==> src/rtl/ast_pkg.sv <==
// ----------------------------------------------------------------------------
// ast_pkg: shared types and constants of the alarm slot table
// Command codes, field widths, controller states and the command and
// status bundles that pass between the controller and the datapath.
// ----------------------------------------------------------------------------
package ast_pkg;

    // Field widths of the input and result items.
    localparam int CMD_W  = 3;
    localparam int HOUR_W = 5;
    localparam int MIN_W  = 6;
    localparam int SEC_W  = 6;
    localparam int SIDX_W = 4;

    // Command codes; codes five to seven do nothing.
    localparam logic [CMD_W-1:0] CMD_TICK       = 3'd0;
    localparam logic [CMD_W-1:0] CMD_STORE      = 3'd1;
    localparam logic [CMD_W-1:0] CMD_DELETE     = 3'd2;
    localparam logic [CMD_W-1:0] CMD_DELETE_ALL = 3'd3;
    localparam logic [CMD_W-1:0] CMD_READ       = 3'd4;

    // Controller states.
    typedef enum logic [2:0] {
        ST_IDLE,
        ST_DISPATCH,
        ST_EMPTY_SCAN,
        ST_TICK_SCAN,
        ST_TICK_DRAIN,
        ST_RESULT
    } ctrl_state_t;

    // Commands from the controller to the datapath.
    typedef struct packed {
        logic capture;
        logic scan_clear;
        logic scan_step;
        logic tick_issue;
        logic read_issue;
        logic store_write;
        logic store_at_scan;
        logic del_clear;
        logic set_next_empty;
        logic clear_all;
        logic fire;
        logic load_out;
    } dp_cmd_t;

    // Status from the datapath to the controller.
    typedef struct packed {
        logic [CMD_W-1:0] cmd;
        logic             ignored;
        logic             sec_zero;
        logic             idx_in_range;
        logic             scan_last;
        logic             scan_empty;
        logic             match_hit;
        logic             out_free;
    } dp_status_t;

endpackage

==> src/rtl/ast_ctrl.sv <==
// ----------------------------------------------------------------------------
// ast_ctrl: controller of the alarm slot table
// Sequences one item at a time: capture, dispatch, slot scans and the
// hand-off of the result into the output register.
// ----------------------------------------------------------------------------
module ast_ctrl import ast_pkg::*;
(
    input  logic       clk,
    input  logic       rst_n,
    input  logic       in_valid,
    output logic       in_ready,
    input  dp_status_t status_i,
    output dp_cmd_t    cmd_o
);

    ctrl_state_t state_reg;
    ctrl_state_t state_next;

    // State register.
    always_ff @(posedge clk or negedge rst_n)
    begin
        if (!rst_n)
        begin
            state_reg <= ST_IDLE;
        end
        else
        begin
            state_reg <= state_next;
        end
    end

    // Next-state logic.
    always_comb
    begin
        state_next = state_reg;
        case (state_reg)
            ST_IDLE:
            begin
                if (in_valid)
                begin
                    state_next = ST_DISPATCH;
                end
            end
            ST_DISPATCH:
            begin
                if (status_i.ignored)
                begin
                    state_next = ST_RESULT;
                end
                else if (status_i.cmd == CMD_TICK)
                begin
                    state_next = status_i.sec_zero ? ST_TICK_SCAN : ST_RESULT;
                end
                else if (status_i.cmd == CMD_STORE)
                begin
                    state_next = ST_EMPTY_SCAN;
                end
                else if (status_i.cmd == CMD_DELETE)
                begin
                    state_next = status_i.idx_in_range ? ST_EMPTY_SCAN : ST_RESULT;
                end
                else
                begin
                    state_next = ST_RESULT;
                end
            end
            ST_EMPTY_SCAN:
            begin
                if (status_i.scan_empty || status_i.scan_last)
                begin
                    state_next = ST_RESULT;
                end
            end
            ST_TICK_SCAN:
            begin
                if (status_i.match_hit)
                begin
                    state_next = ST_RESULT;
                end
                else if (status_i.scan_last)
                begin
                    state_next = ST_TICK_DRAIN;
                end
            end
            ST_TICK_DRAIN:
            begin
                state_next = ST_RESULT;
            end
            ST_RESULT:
            begin
                if (status_i.out_free)
                begin
                    state_next = ST_IDLE;
                end
            end
            default:
            begin
                state_next = ST_IDLE;
            end
        endcase
    end

    // Output logic.
    always_comb
    begin
        in_ready = 1'b0;
        cmd_o    = '0;
        case (state_reg)
            ST_IDLE:
            begin
                in_ready      = 1'b1;
                cmd_o.capture = in_valid;
            end
            ST_DISPATCH:
            begin
                if (!status_i.ignored)
                begin
                    if (status_i.cmd == CMD_TICK || status_i.cmd == CMD_STORE)
                    begin
                        cmd_o.scan_clear = 1'b1;
                    end
                    else if (status_i.cmd == CMD_DELETE)
                    begin
                        cmd_o.scan_clear = 1'b1;
                        cmd_o.del_clear  = status_i.idx_in_range;
                    end
                    else if (status_i.cmd == CMD_DELETE_ALL)
                    begin
                        cmd_o.clear_all = 1'b1;
                    end
                    else if (status_i.cmd == CMD_READ)
                    begin
                        cmd_o.read_issue = 1'b1;
                    end
                end
            end
            ST_EMPTY_SCAN:
            begin
                // The lowest empty slot takes a store or becomes the pointer.
                if (status_i.scan_empty)
                begin
                    if (status_i.cmd == CMD_STORE)
                    begin
                        cmd_o.store_write   = 1'b1;
                        cmd_o.store_at_scan = 1'b1;
                    end
                    else
                    begin
                        cmd_o.set_next_empty = 1'b1;
                    end
                end
                else if (status_i.scan_last)
                begin
                    cmd_o.store_write = (status_i.cmd == CMD_STORE);
                end
                else
                begin
                    cmd_o.scan_step = 1'b1;
                end
            end
            ST_TICK_SCAN:
            begin
                // One slot is read per cycle and compared in the next one.
                if (status_i.match_hit)
                begin
                    cmd_o.fire = 1'b1;
                end
                else
                begin
                    cmd_o.tick_issue = 1'b1;
                    cmd_o.scan_step  = !status_i.scan_last;
                end
            end
            ST_TICK_DRAIN:
            begin
                cmd_o.fire = status_i.match_hit;
            end
            ST_RESULT:
            begin
                cmd_o.load_out = status_i.out_free;
            end
            default:
            begin
                cmd_o = '0;
            end
        endcase
    end

endmodule

==> config.mk <==
export PLATFORM = sky130hd
export DESIGN_NAME = ast_ctrl
export DESIGN_NICKNAME = d
export VERILOG_FILES = /design/src/rtl/ast_pkg.sv /design/src/rtl/ast_ctrl.sv
export SDC_FILE = /design/constraint.sdc
export NUM_CORES = 1
export LEC_CHECK = 0
export BUFFER_PORTS_ARGS = -buffer_cell sky130_fd_sc_hd__buf_4
export CELL_PAD_IN_SITES_DETAIL_PLACEMENT = 1
export CELL_PAD_IN_SITES_GLOBAL_PLACEMENT = 1
export CORE_UTILIZATION = 27
export DETAILED_ROUTE_END_ITERATION = 12
export PLACE_DENSITY = 0.75
export REMOVE_ABC_BUFFERS = 1
export SYNTH_ARGS = -nofsm -noshare
export SYNTH_HDL_FRONTEND = slang
export SYNTH_SLANG_ARGS = --single-unit
==> constraint.sdc <==
create_clock -name clk -period 3.9 [get_ports clk]
set_clock_uncertainty 0.1 [all_clocks]
set_input_delay 0.195 -clock clk [delete_from_list [all_inputs] [get_ports clk]]
set_output_delay 0.195 -clock clk [all_outputs]
set_load 0.01 [all_outputs]
== Word level (Yosys, flattened, before mapping) ==
Index checks and enable logic that the tools add are counted.

* Mux-type cells: 49
* Shift-type cells: 0
* Eq/ne operators: 13
* Add/subtract/negate cells: 0
* Divide/modulo/power cells: 0
* Magnitude comparators: 0
* Bitwise operators: 0
* Reduce and logical (&&, ||, !) cells: 6
* Multipliers: 0

{| class="wikitable"
|+ Operator list
! operator !! number
|-
| 2-to-1 mux 3 bit || 11
|-
| 2-to-1 mux 1 bit || 32
|-
| one-hot mux 3 bit (6 select lines) || 1
|-
| equality test 3 x 2 -> 1 bit, second input constant || 4
|-
| equality test 3 bit, second input constant || 3
|-
| equality test 3 x 1 -> 1 bit, second input constant || 2
|-
| zero test 3 bit || 2
|-
| 2-to-1 mux 2 bit || 3
|-
| inequality test 2 bit, second input constant || 3
|-
| one-hot mux 1 bit (2 select lines) || 2
|-
| AND reduction 4 bit || 1
|-
| inequality test 3 bit, second input constant || 1
|-
| logical OR 1 bit || 2
|-
| zero test 1 bit || 1
|}

* ROM bits: 0
* Latch bits: 0
* Register bits: 3
* Memories: 0
* Memory bits (writable): 0

== Longest topological paths before layout ==
Gate-level depths: netlist (run 1).

* Depth after elaboration: 7
* Gate-level depth with buffers: 5
* Mapped depth without buffers: 4

== Least setup slack after synthesis (run 1) ==
OpenSTA, ideal clock, no wires.

* Path kind: register -> output
* From: register state_reg[2]
* To: output cmd_o[2] (netlist bit)
* Cell stages (with the launch flop): 5
* Path slack: 2,349 ps
* Data arrival time: 1,256 ps
* Cells stage by stage: dfrtp_1 > buf_6 > nand2b_4 > or4_4 > nor2_1

{| class="wikitable"
|+ RTL lines
! element !! RTL line !! RTL
|-
| start: declaration || ast_ctrl.sv:16 || <nowiki>ctrl_state_t state_reg;</nowiki>
|-
| start signal: assignment || ast_ctrl.sv:28 || <nowiki>state_reg <= state_next;</nowiki>
|-
| end: declaration || ast_ctrl.sv:13 || <nowiki>output dp_cmd_t cmd_o</nowiki>
|}

==> results.md, run 1 <==
* Vias in the first global route at 369
* Fin. Hold Viols at 0
* Gr usage total at 14.67%
* # setup viols final at 0
* Share of layout cells above drive strength 1 at 44.16%
* Yosys warns at 0
* Area Growth Syn to Fin at 56.03%
* Worst Setup End Kind: primary output
* Max_cap viols at 0
* Clock root buffer: clkbuf_4
* Antenna violations before repair at 0
* Distinct cells, synth at 27
* Total power at 260.5 µW
* DR DRC count at 0
* Fmax at 0.5265 GHz
* Tightest Pin Transition at 0.4119 ns
* Initial core utilization at 29.15%
* Drt first-iter violations at 7
* Pint at 152.0 µW
* Crit start category: register
* Cell Pwr Density at 434.7 nW/µm²
* Die Wd at 39.72 µm
* Setup Buffers After CTS at 0
* Max Buffers Root-to-Sink at 2
* Number of CTS-inserted buffers at 3
* Antenna diodes at 0
* Clock Power Share at 21.1%
* CTS tree: done
* RePlAce Congestion at 0.7595
* Die H at 39.72 µm
* Synth Register Bits at 3
* Sw Share at 41.64%
* Sequential Power Share at 28.8%
* Die area at 1578 µm²
* Max Slew Vio Count at 0
* Rel. slew slack at 71.83%
* CP Data Required Time at 3.61 ns
* Vias at 459
* Number of synthesized flops with an enable pin at 0
* Mapped Area at 384.1 µm²
* Final HPWL DP at 857.4 µm
* Final min period at 1.900 ns
* First-pass GRT wire length at 1490 µm
* Overflow after GRT at 0
* Post-synthesis cell count at 50
* Number of H-tree levels at 1
* RSZ-0062 raised after global routing: no
* Post-route ant nets at 0
* # IOs at 26
* Largest net degree at the start of global routing at 11
* Yosys top cell area share at 19.54%
* WP data arrival at 1.60 ns
* Top cells by count, synth: nor2_1, nor3_1, nand2_1, dfrtp_1
* Crit-path max FO at 9
* FF-to-FF path depth at 4
* Setup_tns at 0 ns
* Crit path kind: register to primary output
* WL/cell at 11.97 µm
* Max reg flops at 3
* Ranking of synthesized cells by area: dfrtp_1, nor2_1, nor3_1, buf_6, nor4_4
* Core footprint at 1318 µm²
* Ys flop type: dfrtp_1
* Most frequent cell after synthesis: nor2_1
* Status: completed
* Leak pwr at 0.0002759 µW
* Worst vdd ir at 0.3674 mV
* Switching power at 108.5 µW
* Final WL at 1101 µm
* Fin crit share at 48.71%
* Fill count at 172
* Avg Cell Area, Syn at 7.682 µm²
* CTS sink cnt at 3
* Router iterations before antenna repair at 3
* Logic pwr share at 50.2%
* Min-Delay Path Class: input pin to asynchronous set/reset pin
* Clk pin slew, worst setup/hold paths at 0.04 ns
* Worst skew pair latency at 0.23 ns
* Ys async rst share at 100.0%
* Vias/cell at 4.989
* Port buffer count at 25
* Row count at 13
* Fin nets at 91
* Top cell type by total area after synthesis: dfrtp_1
* Register area share after synthesis at 19.54%
cell families after synthesis:
logic type             share of synthesized area [%]
multiplexers                                   3.908
flip-flops                                     19.54
AND/OR/NAND/NOR                                48.53
buffers and inverters                          8.141
AO/OA/AOI/OAI                                  19.87
critical path, cell delays in order (launching register included):
cell      delay [ns]
dfrtp_1         0.47
nand2b_4        0.21
or4_4           0.44
nor2_1          0.12
buf_4           0.13
metal layers:
metal  GRT usage (%)  share of wire (%)  up-vias
met5               0                  0        -
met4           10.34                  0        0
met3           3.409                1.6        0
met2           21.31                 50        9
met1           18.58                 49      211
li1                -                  -      239
area by class of cell:
cell class	instances	area (µm²)	area share [%]
timing repair buffer	26	197.7	32.99
clock buffer	4	26.28	4.384
tap	15	18.77	3.132
sequential	3	75.07	12.53
inverter	1	3.754	0.6263
multi-input combinational	43	277.8	46.35
repair_timing:
item                                   in CTS  in global routing
endpoints found under the hold margin       3                  0
resized for setup                           0                  0
hold buffers                                1                  0
per-stage QoR:
stage	setup WS [ns]	utilization, %	instance area [µm²]	cells	hold WS [ns]
6_report	2.000	45.49	599.3	92	0.1875
5_1_grt	1.899	45.49	599.3	92	0.1786
4_1_cts	1.981	45.49	599.3	92	0.1835
3_5_place_dp	2.235	42.74	563.0	87	-0.1146
3_3_place_gp	2.264	42.74	563.0	87	-0.1151
2_1_floorplan	2.344	-	356.6	47	-0.2006
power by group through the flow:
stage / Clock [µW] / Combinational, µW / Sequential (µW)
finish: 54.9 / 131 / 74.9
global route: 60.4 / 143 / 78.8
CTS: 57.4 / 133 / 74.7
detailed placement: 0 / 131 / 75.1
global placement: 0 / 129 / 73.9
floorplan: 0 / 83.2 / 68.6
final timing paths:
check,from,end,slack (ns)
max,state_reg[2]$_DFFE_PN0P_,cmd_o[2],2.00
min,rst_n,state_reg[1]$_DFFE_PN0P_,0.19
max reg2reg,state_reg[0]$_DFFE_PN0P_,state_reg[0]$_DFFE_PN0P_,2.31
min reg2reg,state_reg[2]$_DFFE_PN0P_,state_reg[2]$_DFFE_PN0P_,0.58
min in group clk,status_i[0],state_reg[2]$_DFFE_PN0P_,0.20
max in group asynchronous,rst_n,state_reg[2]$_DFFE_PN0P_,3.42
cell usage in the layout, fill, tap and decap left out, types with 2 or more instances in the layout:
master	instances
o21ai_0	2
nor2_1	9
nand2_1	4
clkbuf_4	3
buf_4	25
a21oi_1	2
nor3_1	6
nand2b_1	2
and2_1	2
dfrtp_1	3
No activity file was read; power rests on OpenSTA's default activity.
==> inputs of run 2 (changes only) <==
CORE_UTILIZATION = 26   (was 27)
PLACE_DENSITY = 0.73   (was 0.75)
clock period = 2 ns   (was 3.9 ns; I/O delays follow)
==> results.md, run 2 (synthesis gave the netlist of run 1 again) <==
* CTS sink cnt at 3 (unchanged)
* Max incr delay on CP at 0.48 ns (about the same)
* Slowest cell on the critical path: dfrtp_1
* Row count at 13 (unchanged)
* Max_cap viols at 0 (unchanged)
* Number of H-tree levels at 1 (unchanged)
* Crit path kind: register to primary output
* Antenna violations before repair at 0 (unchanged)
* FF-to-FF path depth at 4 (unchanged)
* Area Growth Syn to Fin at 56.03% (unchanged)
* Clock root buffer: clkbuf_4
* Pint at 296.3 µW (+95%)
* Worst Setup End Kind: primary output
* Die area at 1635 µm² (+3.6%)
* Fin crit share at 91.46%
* First-pass GRT wire length at 1752 µm (+18%)
* Crit-path cells: nand2b_4 -> or4_4 -> nor2_1 -> buf_4
* Drt first-iter violations at 4 (-3)
* Vias at 464 (+1.1%)
* RePlAce Congestion at 0.7526 (-0.91%)
* Status: completed
* Fin nets at 91 (unchanged)
* Die H at 40.44 µm (+1.8%)
* Vias/cell at 5.043 (+1.1%)
* Final HPWL DP at 925.7 µm (+8.0%)
* Largest net degree at the start of global routing at 11 (unchanged)
* Setup_tns at 0 ns (unchanged)
* WL/cell at 12.60 µm (+5.3%)
* Setup Buffers After CTS at 0 (unchanged)
* Worst vdd ir at 0.4692 mV (+28%)
* Sequential Power Share at 29.1% (+0.3 points)
* Overflow after GRT at 0 (unchanged)
* # IOs at 26 (unchanged)
* Antenna diodes at 0 (unchanged)
* Initial core utilization at 28.80% (-0.36 points)
* Worst skew pair latency at 0.23 ns (about the same)
* Die Wd at 40.44 µm (+1.8%)
* Min-Delay Path Class: input pin to asynchronous set/reset pin
* Sw Share at 41.59% (-0.049 points)
* Clock Power Share at 20.6% (-0.5 points)
* Crit-path max FO at 9 (unchanged)
* RSZ-0062 raised after global routing: no
* DR DRC count at 0 (unchanged)
* Router iterations before antenna repair at 2 (-1)
* Cell Pwr Density at 846.5 nW/µm² (+95%)
* Post-route ant nets at 0 (unchanged)
* Gr usage total at 15.93% (+1.3 points)
* Core footprint at 1334 µm² (+1.2%)
* Design Area, Final at 599.3 µm² (unchanged)
* Clk pin slew, worst setup/hold paths at 0.04 ns (about the same)
* Tightest Pin Transition at 0.4252 ns (+0.01335 ns)
* CP Data Required Time at 1.80 ns (-1.81 ns)
* Total power at 507.3 µW (+95%)
* Vias in the first global route at 412 (+12%)
* Final min period at 1.829 ns
* CTS tree: done
* Switching power at 211.0 µW (+95%)
* Crit start category: register
* Top Family by Delay on Critical Path: simple AND/OR/NAND/NOR gates
* Max reg flops at 3 (unchanged)
* CP bufs+invs at 1 (unchanged)
* Fmax at 0.5467 GHz
* Reg2reg start: state_reg[0]$_DFFE_PN0P_
* Max Buffers Root-to-Sink at 2 (unchanged)
* Most frequent cells in the layout: buf_4, nor2_1, nor3_1, nand2_1
* Fin. Hold Viols at 0 (unchanged)
* WP data arrival at 1.63 ns (+0.03 ns)
* Worst r2r dst: state_reg[0]$_DFFE_PN0P_
* Dpl cell area at 563.0 µm² (unchanged)
* Rel. slew slack at 70.92% (-0.91 points)
* Final WL at 1159 µm (+5.3%)
* R2R Setup Slk at 0.45 ns (-1.86 ns)
* Min Hold Slack at 0.1037 ns (-0.08381 ns)
* Number of CTS-inserted buffers at 3 (unchanged)
* Max Slew Vio Count at 0 (unchanged)
* Share of layout cells above drive strength 1 at 44.16% (unchanged)
* Logic pwr share at 50.2% (about the same)
* # setup viols final at 0 (unchanged)
* Leak pwr at 0.0002759 µW (unchanged)
* Commonest non-fill, non-tap cell in the layout: buf_4
* Port buffer count at 25 (unchanged)
## run 2: repair_timing
action                    in CTS  in global routing
hold buffers                   1                  0
gates resized for setup        0                  0
hold endpoints to repair       3                  0
## run 2: worst max-delay path by stage
stage,depth (start not counted),start,end
6_report,4,state_reg[2]$_DFFE_PN0P_,cmd_o[2]
5_1_grt,4,state_reg[2]$_DFFE_PN0P_,cmd_o[2]
4_1_cts,4,state_reg[2]$_DFFE_PN0P_,cmd_o[2]
3_5_place_dp,4,state_reg[2]$_DFFE_PN0P_,cmd_o[2]
3_3_place_gp,4,state_reg[2]$_DFFE_PN0P_,cmd_o[10]
2_1_floorplan,3,state_reg[2]$_DFFE_PN0P_,cmd_o[2]
## run 2: power by group through the flow
| stage | registers [µW] | logic (µW) | clock network [µW] |
|---|---|---|---|
| global route | 156 | 284 | 112 |
| global placement | 146 | 252 | 0 |
| finish | 148 | 255 | 105 |
| detailed placement | 148 | 257 | 0 |
| floorplan | 134 | 162 | 0 |
| CTS | 147 | 259 | 112 |
## run 2: per-stage QoR
step / std cells / utilization (%) / setup WS (ns)
after floorplan: 47 / - / 0.5393
after global placement: 87 / 42.21 / 0.4498
after detailed placement: 87 / 42.21 / 0.4109
after CTS: 92 / 44.93 / 0.1536
after global routing: 92 / 44.93 / 0.09105
final: 92 / 44.93 / 0.1708
## run 2: layout make-up
type                            count  area (µm²)
Fill cell                         175       734.5
Multi-Input combinational cell     43       277.8
Timing Repair Buffer               26       197.7
Sequential cell                     3       75.07
Clock buffer                        4       26.28
Tap cell                           15       18.77
Inverter                            1       3.754
## run 2: per-layer routing
metal  GRT usage (%)  share of wire, %
met1           22.44                47
met4           7.500                 0
met3               0               4.0
met5               0                 0
met2           25.00                49
