## src/rtl/ast_pkg.sv

```systemverilog
// ----------------------------------------------------------------------------
// ast_pkg: shared types and constants of the alarm slot table
// Command codes, field widths, controller states and the command and
// status bundles that pass between the controller and the datapath.
// ----------------------------------------------------------------------------
package ast_pkg;

    // Field widths of the input and result items.
    localparam int CMD_W  = 3;
    localparam int HOUR_W = 5;
    localparam int MIN_W  = 6;
    localparam int SEC_W  = 6;
    localparam int SIDX_W = 4;

    // Command codes; codes five to seven do nothing.
    localparam logic [CMD_W-1:0] CMD_TICK       = 3'd0;
    localparam logic [CMD_W-1:0] CMD_STORE      = 3'd1;
    localparam logic [CMD_W-1:0] CMD_DELETE     = 3'd2;
    localparam logic [CMD_W-1:0] CMD_DELETE_ALL = 3'd3;
    localparam logic [CMD_W-1:0] CMD_READ       = 3'd4;

    // Controller states.
    typedef enum logic [2:0] {
        ST_IDLE,
        ST_DISPATCH,
        ST_EMPTY_SCAN,
        ST_TICK_SCAN,
        ST_TICK_DRAIN,
        ST_RESULT
    } ctrl_state_t;

    // Commands from the controller to the datapath.
    typedef struct packed {
        logic capture;
        logic scan_clear;
        logic scan_step;
        logic tick_issue;
        logic read_issue;
        logic store_write;
        logic store_at_scan;
        logic del_clear;
        logic set_next_empty;
        logic clear_all;
        logic fire;
        logic load_out;
    } dp_cmd_t;

    // Status from the datapath to the controller.
    typedef struct packed {
        logic [CMD_W-1:0] cmd;
        logic             ignored;
        logic             sec_zero;
        logic             idx_in_range;
        logic             scan_last;
        logic             scan_empty;
        logic             match_hit;
        logic             out_free;
    } dp_status_t;

endpackage

```

## src/rtl/ast_dp.sv

```systemverilog
// ----------------------------------------------------------------------------
// ast_dp: datapath of the alarm slot table
// Holds the captured item, the slot valid bits, the hour and minute
// memory, the next-slot pointer, the ringing latch, the scan counter and
// the output register.
// ----------------------------------------------------------------------------
module ast_dp import ast_pkg::*;
#(
    parameter  int NUM_SLOTS = 16,
    localparam int IDX_W     = (NUM_SLOTS > 1) ? $clog2(NUM_SLOTS) : 1
)
(
    input  logic              clk,
    input  logic              rst_n,
    input  logic [CMD_W-1:0]  in_cmd,
    input  logic [HOUR_W-1:0] in_hour,
    input  logic [MIN_W-1:0]  in_minute,
    input  logic [SEC_W-1:0]  in_second,
    input  logic [SIDX_W-1:0] in_slot_index,
    input  dp_cmd_t           cmd_i,
    output dp_status_t        status_o,
    output logic              out_valid,
    input  logic              out_ready,
    output logic              out_status,
    output logic [SIDX_W-1:0] out_slot_used,
    output logic              out_alarm_fired,
    output logic              out_ringing,
    output logic              out_entry_valid,
    output logic [HOUR_W-1:0] out_entry_hour,
    output logic [MIN_W-1:0]  out_entry_minute
);

    localparam logic [IDX_W-1:0] LAST_SLOT = IDX_W'(NUM_SLOTS - 1);

    // Captured item.
    logic [CMD_W-1:0]  cmd_reg;
    logic [HOUR_W-1:0] hour_reg;
    logic [MIN_W-1:0]  min_reg;
    logic [SEC_W-1:0]  sec_reg;
    logic [SIDX_W-1:0] idx_reg;
    logic              ign_reg;

    // Table state.
    logic              slot_valid_reg [NUM_SLOTS];
    logic [HOUR_W-1:0] slot_hour_mem  [NUM_SLOTS];
    logic [MIN_W-1:0]  slot_min_mem   [NUM_SLOTS];
    logic [IDX_W-1:0]  next_slot_reg;
    logic              ring_latch_reg;

    // Scan and read pipeline.
    logic [IDX_W-1:0]  scan_cnt_reg;
    logic              cmp_live_reg;
    logic [IDX_W-1:0]  cmp_idx_reg;
    logic [HOUR_W-1:0] rd_hour_reg;
    logic [MIN_W-1:0]  rd_min_reg;
    logic              hit_reg;
    logic [IDX_W-1:0]  used_reg;

    // Output register.
    logic              out_valid_reg;
    logic              out_status_reg;
    logic [SIDX_W-1:0] out_slot_used_reg;
    logic              out_alarm_fired_reg;
    logic              out_ringing_reg;
    logic              out_entry_valid_reg;
    logic [HOUR_W-1:0] out_entry_hour_reg;
    logic [MIN_W-1:0]  out_entry_minute_reg;

    logic              out_status_next;
    logic [SIDX_W-1:0] out_slot_used_next;
    logic              out_alarm_fired_next;
    logic              out_ringing_next;
    logic              out_entry_valid_next;
    logic [HOUR_W-1:0] out_entry_hour_next;
    logic [MIN_W-1:0]  out_entry_minute_next;

    logic [IDX_W-1:0]  idx_slot;
    logic              idx_in_range;
    logic [IDX_W-1:0]  store_slot;
    logic [IDX_W-1:0]  store_slot_inc;
    logic              rd_en;
    logic [IDX_W-1:0]  rd_addr;
    logic              match_hit;
    logic              read_valid;
    logic              out_free;

    // Slot addressed by delete and read.
    assign idx_slot     = IDX_W'(idx_reg);
    assign idx_in_range = (32'(idx_reg) < 32'(NUM_SLOTS));

    // A store goes to the scanned empty slot or to the pointer slot.
    assign store_slot     = cmd_i.store_at_scan ? scan_cnt_reg : next_slot_reg;
    assign store_slot_inc = (store_slot == LAST_SLOT) ? '0 : store_slot + 1'b1;

    assign rd_en   = cmd_i.tick_issue || cmd_i.read_issue;
    assign rd_addr = cmd_i.read_issue ? idx_slot : scan_cnt_reg;

    // Compare of the slot read in the previous cycle.
    assign match_hit = cmp_live_reg && slot_valid_reg[cmp_idx_reg]
                       && (rd_hour_reg == hour_reg) && (rd_min_reg == min_reg);

    assign read_valid = idx_in_range && slot_valid_reg[idx_slot];
    assign out_free   = !out_valid_reg || out_ready;

    // Status toward the controller.
    always_comb
    begin
        status_o.cmd          = cmd_reg;
        status_o.ignored      = ign_reg;
        status_o.sec_zero     = (sec_reg == '0);
        status_o.idx_in_range = idx_in_range;
        status_o.scan_last    = (scan_cnt_reg == LAST_SLOT);
        status_o.scan_empty   = !slot_valid_reg[scan_cnt_reg];
        status_o.match_hit    = match_hit;
        status_o.out_free     = out_free;
    end

    // Item capture.
    always_ff @(posedge clk)
    begin
        if (cmd_i.capture)
        begin
            cmd_reg  <= in_cmd;
            hour_reg <= in_hour;
            min_reg  <= in_minute;
            sec_reg  <= in_second;
            idx_reg  <= in_slot_index;
        end
    end

    // Hour and minute memory with registered read.
    always_ff @(posedge clk)
    begin
        if (cmd_i.store_write)
        begin
            slot_hour_mem[store_slot] <= hour_reg;
            slot_min_mem[store_slot]  <= min_reg;
        end
        if (rd_en)
        begin
            rd_hour_reg <= slot_hour_mem[rd_addr];
            rd_min_reg  <= slot_min_mem[rd_addr];
        end
    end

    // Valid bits, pointer and ringing latch.
    always_ff @(posedge clk or negedge rst_n)
    begin
        if (!rst_n)
        begin
            for (int i = 0; i < NUM_SLOTS; i++)
            begin
                slot_valid_reg[i] <= 1'b0;
            end
            next_slot_reg  <= '0;
            ring_latch_reg <= 1'b0;
            ign_reg        <= 1'b0;
        end
        else
        begin
            if (cmd_i.capture)
            begin
                ign_reg <= ring_latch_reg;
            end
            if (cmd_i.clear_all)
            begin
                for (int i = 0; i < NUM_SLOTS; i++)
                begin
                    slot_valid_reg[i] <= 1'b0;
                end
                next_slot_reg <= '0;
            end
            if (cmd_i.del_clear)
            begin
                slot_valid_reg[idx_slot] <= 1'b0;
            end
            if (cmd_i.store_write)
            begin
                slot_valid_reg[store_slot] <= 1'b1;
                next_slot_reg              <= store_slot_inc;
            end
            if (cmd_i.set_next_empty)
            begin
                next_slot_reg <= scan_cnt_reg;
            end
            if (cmd_i.fire)
            begin
                ring_latch_reg <= 1'b1;
            end
        end
    end

    // Scan counter and compare pipeline.
    always_ff @(posedge clk or negedge rst_n)
    begin
        if (!rst_n)
        begin
            scan_cnt_reg <= '0;
            cmp_live_reg <= 1'b0;
        end
        else
        begin
            cmp_live_reg <= cmd_i.tick_issue;
            if (cmd_i.scan_clear)
            begin
                scan_cnt_reg <= '0;
            end
            else if (cmd_i.scan_step)
            begin
                scan_cnt_reg <= scan_cnt_reg + 1'b1;
            end
        end
    end

    always_ff @(posedge clk)
    begin
        if (cmd_i.tick_issue)
        begin
            cmp_idx_reg <= scan_cnt_reg;
        end
    end

    // Slot reported by a store or a match.
    always_ff @(posedge clk)
    begin
        if (cmd_i.capture)
        begin
            hit_reg  <= 1'b0;
            used_reg <= '0;
        end
        else if (cmd_i.fire)
        begin
            hit_reg  <= 1'b1;
            used_reg <= cmp_idx_reg;
        end
        else if (cmd_i.store_write)
        begin
            used_reg <= store_slot;
        end
    end

    // Result fields for the captured command.
    always_comb
    begin
        out_status_next       = 1'b0;
        out_slot_used_next    = '0;
        out_alarm_fired_next  = 1'b0;
        out_ringing_next      = ring_latch_reg;
        out_entry_valid_next  = 1'b0;
        out_entry_hour_next   = '0;
        out_entry_minute_next = '0;
        if (ign_reg)
        begin
            out_status_next  = 1'b1;
            out_ringing_next = 1'b1;
        end
        else
        begin
            case (cmd_reg)
                CMD_TICK:
                begin
                    out_alarm_fired_next = hit_reg;
                    out_slot_used_next   = hit_reg ? SIDX_W'(used_reg) : '0;
                end
                CMD_STORE:
                begin
                    out_slot_used_next = SIDX_W'(used_reg);
                end
                CMD_DELETE:
                begin
                    out_slot_used_next = idx_reg;
                end
                CMD_READ:
                begin
                    out_slot_used_next    = idx_reg;
                    out_entry_valid_next  = read_valid;
                    out_entry_hour_next   = read_valid ? rd_hour_reg : '0;
                    out_entry_minute_next = read_valid ? rd_min_reg : '0;
                end
                default:
                begin
                    out_slot_used_next = '0;
                end
            endcase
        end
    end

    // Output register: holds a result until the receiver takes it.
    always_ff @(posedge clk or negedge rst_n)
    begin
        if (!rst_n)
        begin
            out_valid_reg <= 1'b0;
        end
        else if (cmd_i.load_out)
        begin
            out_valid_reg <= 1'b1;
        end
        else if (out_ready)
        begin
            out_valid_reg <= 1'b0;
        end
    end

    always_ff @(posedge clk)
    begin
        if (cmd_i.load_out)
        begin
            out_status_reg       <= out_status_next;
            out_slot_used_reg    <= out_slot_used_next;
            out_alarm_fired_reg  <= out_alarm_fired_next;
            out_ringing_reg      <= out_ringing_next;
            out_entry_valid_reg  <= out_entry_valid_next;
            out_entry_hour_reg   <= out_entry_hour_next;
            out_entry_minute_reg <= out_entry_minute_next;
        end
    end

    assign out_valid        = out_valid_reg;
    assign out_status       = out_status_reg;
    assign out_slot_used    = out_slot_used_reg;
    assign out_alarm_fired  = out_alarm_fired_reg;
    assign out_ringing      = out_ringing_reg;
    assign out_entry_valid  = out_entry_valid_reg;
    assign out_entry_hour   = out_entry_hour_reg;
    assign out_entry_minute = out_entry_minute_reg;

    // Once ringing, the latch holds until reset.
    a_ring_holds: assert property (@(posedge clk) disable iff (!rst_n)
        ring_latch_reg |=> ring_latch_reg)
        else $error("ringing latch dropped without reset");

    // A store leaves its slot marked valid.
    a_store_valid: assert property (@(posedge clk) disable iff (!rst_n)
        cmd_i.store_write |=> slot_valid_reg[$past(store_slot)])
        else $error("stored slot not valid");

    // A result is never loaded over one the receiver has not taken.
    a_no_overwrite: assert property (@(posedge clk) disable iff (!rst_n)
        cmd_i.load_out |-> (!out_valid_reg || out_ready))
        else $error("result overwritten before it was taken");

    // An ignored command always reports the ringing state.
    a_ignored_ringing: assert property (@(posedge clk) disable iff (!rst_n)
        (out_valid_reg && out_status_reg) |-> out_ringing_reg)
        else $error("ignored command without ringing");

endmodule

```

## config.mk

```make
export PLATFORM = sky130hd
export DESIGN_NAME = ast_dp
export DESIGN_NICKNAME = d
export VERILOG_FILES = /design/src/rtl/ast_pkg.sv /design/src/rtl/ast_dp.sv
export SDC_FILE = /design/constraint.sdc
export NUM_CORES = 1
export LEC_CHECK = 0
export BUFFER_PORTS_ARGS = -buffer_cell sky130_fd_sc_hd__buf_4
export CORE_MARGIN = 2
export CORE_UTILIZATION = 57
export CTS_BUF_LIST = sky130_fd_sc_hd__clkbuf_2
export CTS_CLUSTER_SIZE = 24
export DETAILED_ROUTE_END_ITERATION = 12
export GPL_TIMING_DRIVEN = 0
export PLACE_DENSITY = 0.76
export REMOVE_ABC_BUFFERS = 1
export SYNTH_ARGS = -nofsm -noshare
export SYNTH_HDL_FRONTEND = slang
export SYNTH_SLANG_ARGS = --single-unit
```

## constraint.sdc

```tcl
create_clock -name clk -period 3.15 [get_ports clk]
set_input_delay 0.63 -clock clk [delete_from_list [all_inputs] [get_ports clk]]
set_output_delay 0.63 -clock clk [all_outputs]
set_load 0.05 [all_outputs]
```

==> Word-level counts from Yosys, hierarchy flattened <==
Memory sizes are Yosys's and may differ from the RTL's. A register that Yosys moved wholly into a read port is not among the register bits.
Index checks and enable logic that the tools add are counted.
{ "op_classes": {"eq_ne": 7, "magnitude_cmp": 6, "n_addsub": 2, "mux": 33, "n_bitwise": 10, "n_reduce_logical": 19} }
{ "op_table": {"columns": ["op", "n"], "rows": [
  ["16-bit two-way mux", 3],
  ["4-bit two-way mux", 11],
  ["5-bit >= comparator (second input constant)", 4],
  ["4-bit inverter with 5-bit output", 4],
  ["16-bit bitwise AND", 1],
  ["16-bit inverter", 1],
  ["16-bit bitwise OR", 1],
  ["1-bit two-way mux", 13],
  ["1-bit binary-select mux with 4-bit select", 3],
  ["4-bit one-hot mux with 3 select lines", 1],
  ["5-bit by 1-bit less-than comparator with 1-bit output (second input constant)", 2],
  ["4-bit by 1-bit adder with 4-bit output (second input constant)", 2],
  ["1-bit demux with 4-bit select", 2],
  ["4-bit equality test (second input constant)", 2],
  ["6-bit equality test", 1],
  ["6-bit zero test", 1],
  ["2-bit nonzero test", 3],
  ["2-bit OR reduction", 3],
  ["5-bit equality test", 1],
  ["1-bit logical AND", 5],
  ["3-bit by 1-bit equality test with 1-bit output (second input constant)", 1],
  ["3-bit by 2-bit equality test with 1-bit output (second input constant)", 1],
  ["3-bit equality test (second input constant)", 1],
  ["3-bit zero test", 1],
  ["5 further kinds", 9]
]} }
{ "word_totals": {"regBits": 80, "n_memories": 2, "in_bits": 39, "output_inout_bits": 30, "ram_bits": 176, "word_cells": 116} }
{ "memory_table": {"columns": ["memory", "words", "word_bits", "rd", "rd_clocked_by_memory_dff", "wr", "line", "source"], "rows": [
  ["slot_min_mem", 16, 6, 1, 1, 1, "ast_dp.sv:46", "logic [MIN_W-1:0] slot_min_mem [NUM_SLOTS];"],
  ["slot_hour_mem", 16, 5, 1, 1, 1, "ast_dp.sv:45", "logic [HOUR_W-1:0] slot_hour_mem [NUM_SLOTS];"]
]} }

==> Longest topological paths before layout <==
{ "depth": {"depth_word": 10, "ltp_mapped": 8, "depth_no_buf": 6} }

==> Worst setup path before layout <==
No wires, ideal clock.
{ "synth_path": {"path_type": "reg2out", "from": "reg scan_cnt_reg[0]", "to": "out status_o[2] (netlist bit)", "path_slack_ns": 0.625, "path_stages_with_launch": 5, "t_required_ns": 2.520, "path_buffers": 1, "arrival_ns": 1.895, "cell_sequence": "dfrtp_1 > buf_2 > mux4_2 > mux4_2 > inv_1"} }
{ "synth_rtl": {"columns": ["item", "line", "source"], "rows": [
  ["start, declared", "ast_dp.sv:51", "logic [IDX_W-1:0] scan_cnt_reg;"],
  ["start signal, assigned", "ast_dp.sv:210", "scan_cnt_reg <= scan_cnt_reg + 1'b1;"],
  ["end, declared", "ast_dp.sv:21", "output dp_status_t status_o,"]
]} }

==> flow_metrics.tcl <==
set metrics [dict create \
    finalWorstSetupSlack_ps -150 \
    synth_most_common_cell "edfxtp_1" \
    fin_nets 875 \
    violations "setup timing" \
    p_leak_nw 4.93 \
    fill_cells 1289 \
    clock-root-buffer "clkbuf_2" \
    synth_common_cells "edfxtp_1, mux2i_1, o22ai_1, nor2_1, o21ai_0" \
    yosysTopAreaCell "edfxtp_1" \
    timing.final.hold_violations 0 \
    arrival_ps 2670 \
    die-area_mm2 0.0204 \
    syn_area_per_cell_um2 15.8 \
    place.gp.congestion 0.864 \
    path_max_fanout 2 \
    powerDensity_mw_per_mm2 548 \
    slew-limit-headroom_pct 11.5 \
    internal_power_mw 5.11 \
    cp.required_ps 2520 \
    grt_use_met1_pct 32.5 \
    postRouteWirelength_um 22700 \
    rsz0062_at_grt "yes" \
    synth_area_leaders "edfxtp_1, mux2i_1, dfrtp_1" \
    synth_top_cell_area_share_pct 63.8 \
    synth-seq-cells 267 \
    num_vias 6513 \
    placed_area_mm2 0.0117 \
    dpl.hpwl_um 14400 \
    grt_pass1_vias 6512 \
    synth_edf_count 234 \
    seq_power_share_pct 59.3 \
    grt_start_max_net_pins 31 \
    cts.sinks 267 \
    die_x_um 143 \
    cts_tree "done" \
    grt.busiest_layer "met2" \
    rrSetupSlack_ps 180 \
    drtAntennaViolNets 0 \
    vias_per_cell 5.71 \
    timing.final.crit_share_pct 105 \
    seqCellArea_mm2 0.00783 \
    antenna_found_initial 1 \
    cp-endpoint "status_o[1]" \
    fp.dieH_um 143 \
    grt_pass1_wl_um 35300 \
    syn_area_mm2 0.0110 \
    wl_per_cell_um 19.9 \
    layout_min_cycle_time_ps 3300 \
    finalInstanceArea_mm2 0.0127 \
    tightest_slew_ps 1310 \
    clkLatencyLatePin_ps 900 \
    synthToLayoutAreaGrowth_pct 15.6 \
    synth.distinct_cells 48 \
    grt_use_total_pct 22.9 \
    cts_made_buffers 61 \
    drt-initial-drc-count 655 \
    post-route-util_pct 67.6 \
    drv_cap 0 \
    cts_max_level 2 \
    drtPass1Iterations 5 \
    combPwrFrac_pct 10.7 \
    path_class "register to output pin" \
    ys_seq_area_share_pct 71.1 \
    synth_ff_type "edfxtp_1" \
    clk_pin_slew_worst_paths_ps 100 \
    synthArstFlopShare_pct 10.5 \
    cp-start-kind "register" \
    gr-total-overflow 0 \
    yosysWarningCount 0 \
    ioPinCount 69 \
    clkPwrFrac_pct 30.0 \
    reg2reg_from "scan_cnt_reg[0]$_DFFE_PN0P_" \
    reg2reg_depth 6 \
    netlist_instances 696 \
    row_count 50 \
    setup-violations-final 2 \
    io_buffers 67 \
    status "finished with violations" \
    drc 0 \
    grt.met3_usage_pct 6.17 \
    fin_skew_ps 84.8 \
    grt_use_met2_pct 35.0 \
    largest_register_ffs 96 \
    drive_gt1_share_pct 23.2 \
    rr_endpoint "slot_hour_mem[14][1]$_DFFE_PP_" \
    clock_path_buffers 3 \
    startpoint "hour_reg[3]$_DFFE_PP_" \
    hold_path.class "primary input to register" \
    p_sw_share_pct 26.6 \
    ir_worst_vdd_v 0.000322 \
    start_util_pct 58.5 \
    clock.fmax_mhz 303 \
    p_sw_mw 1.86 \
    multiInputGateArea_mm2 0.00296 \
    cp-end-kind "output pin" \
    slew_viol_final 0 \
    core_area_mm2 0.0188 \
]
[routing by layer]
| metal | part of all wire, % | vias to the layer above |
|---|---|---|
| met2 | 47 | 287 |
| met1 | 43 | 3179 |
| met3 | 8.6 | 34 |
| met5 | 0 | - |
| li1 | - | 3013 |
| met4 | 1.5 | 0 |
[critical path, stage by stage (launching register included)]
cell,delay [ps]
edfxtp_1,510
xor2_1,190
nor4_2,340
nand4_1,240
a2111oi_4,310
buf_6,210
[power groups by stage]
stage          registers (mW)  clock network [mW]  logic, mW
6_report                 4.13                2.09      0.747
5_1_grt                  4.15                2.33      0.802
4_1_cts                  4.13                2.14      0.731
3_5_place_dp             4.23                   0      0.653
3_3_place_gp             4.21                   0      0.694
2_1_floorplan            4.21                   0      0.445
[worst min path at each step]
| stage | from | to | cells past startpoint |
|---|---|---|---|
| 3_3_place_gp | ring_latch_reg$_DFFE_PN0P_ | ring_latch_reg$_DFFE_PN0P_ | 1 |
| 4_1_cts | cmd_i[1] | ring_latch_reg$_DFFE_PN0P_ | 2 |
| 6_report | cmd_i[1] | ring_latch_reg$_DFFE_PN0P_ | 2 |
| 3_5_place_dp | hit_reg$_SDFFE_PP0P_ | hit_reg$_SDFFE_PP0P_ | 2 |
| 2_1_floorplan | rst_n | cmp_live_reg$_DFF_PN0_ | 0 |
| 5_1_grt | cmd_i[1] | ring_latch_reg$_DFFE_PN0P_ | 2 |
[cell usage in the layout, fill, tap and decap left out, types with 19 or more instances in the layout]
cell type      instances
o21ai_0               32
nor2_1                40
clkinv_1              19
dfrtp_1               26
o22ai_1               46
edfxtp_1             234
clkbuf_2              90
buf_4                 75
dlygate4sd3_1         29
mux2i_1               97
[through the flow]
step                      setup slack, ps  hold WS, ps  TNS (ps)  total power, mW  instances
after floorplan                     -5310          334    -59300             4.65        655
after global placement              -7490          460    -81840             4.90        982
after detailed placement             -217          484     -3380             4.88        987
after CTS                            -269         2.71      -351             7.01       1136
after global routing                 -317         18.7      -479             7.28       1141
final                                -150         71.4      -160             6.97       1141
[cell type report]
cell class | count | share of cell area, %
diodes | 1 | 0.0197
clock buffers | 90 | 3.54
clock inverters | 22 | 0.737
inverters | 7 | 0.206
multi-input cells | 381 | 23.2
flip-flops and latches | 267 | 61.5
well taps | 260 | 2.56
repair buffers | 113 | 8.19
[logic make-up after synthesis]
logic type / share of synthesized area [%]
flops: 71.1
simple gates: 6.60
mux: 11.8
buf+inv: 2.49
fa+ha+maj: 0.568
compound gates: 6.13
other cells: 0.0341
xor+xnor: 1.27
[what timing repair did]
action	in CTS	in global routing
setup endpoints to repair	2	31
hold endpoints to repair	64	0
cloned	0	0
resized for setup	11	2
setup buffers	8	3
hold buffers	29	0
pin swaps	5	1
(Power assumes the default switching activity.)
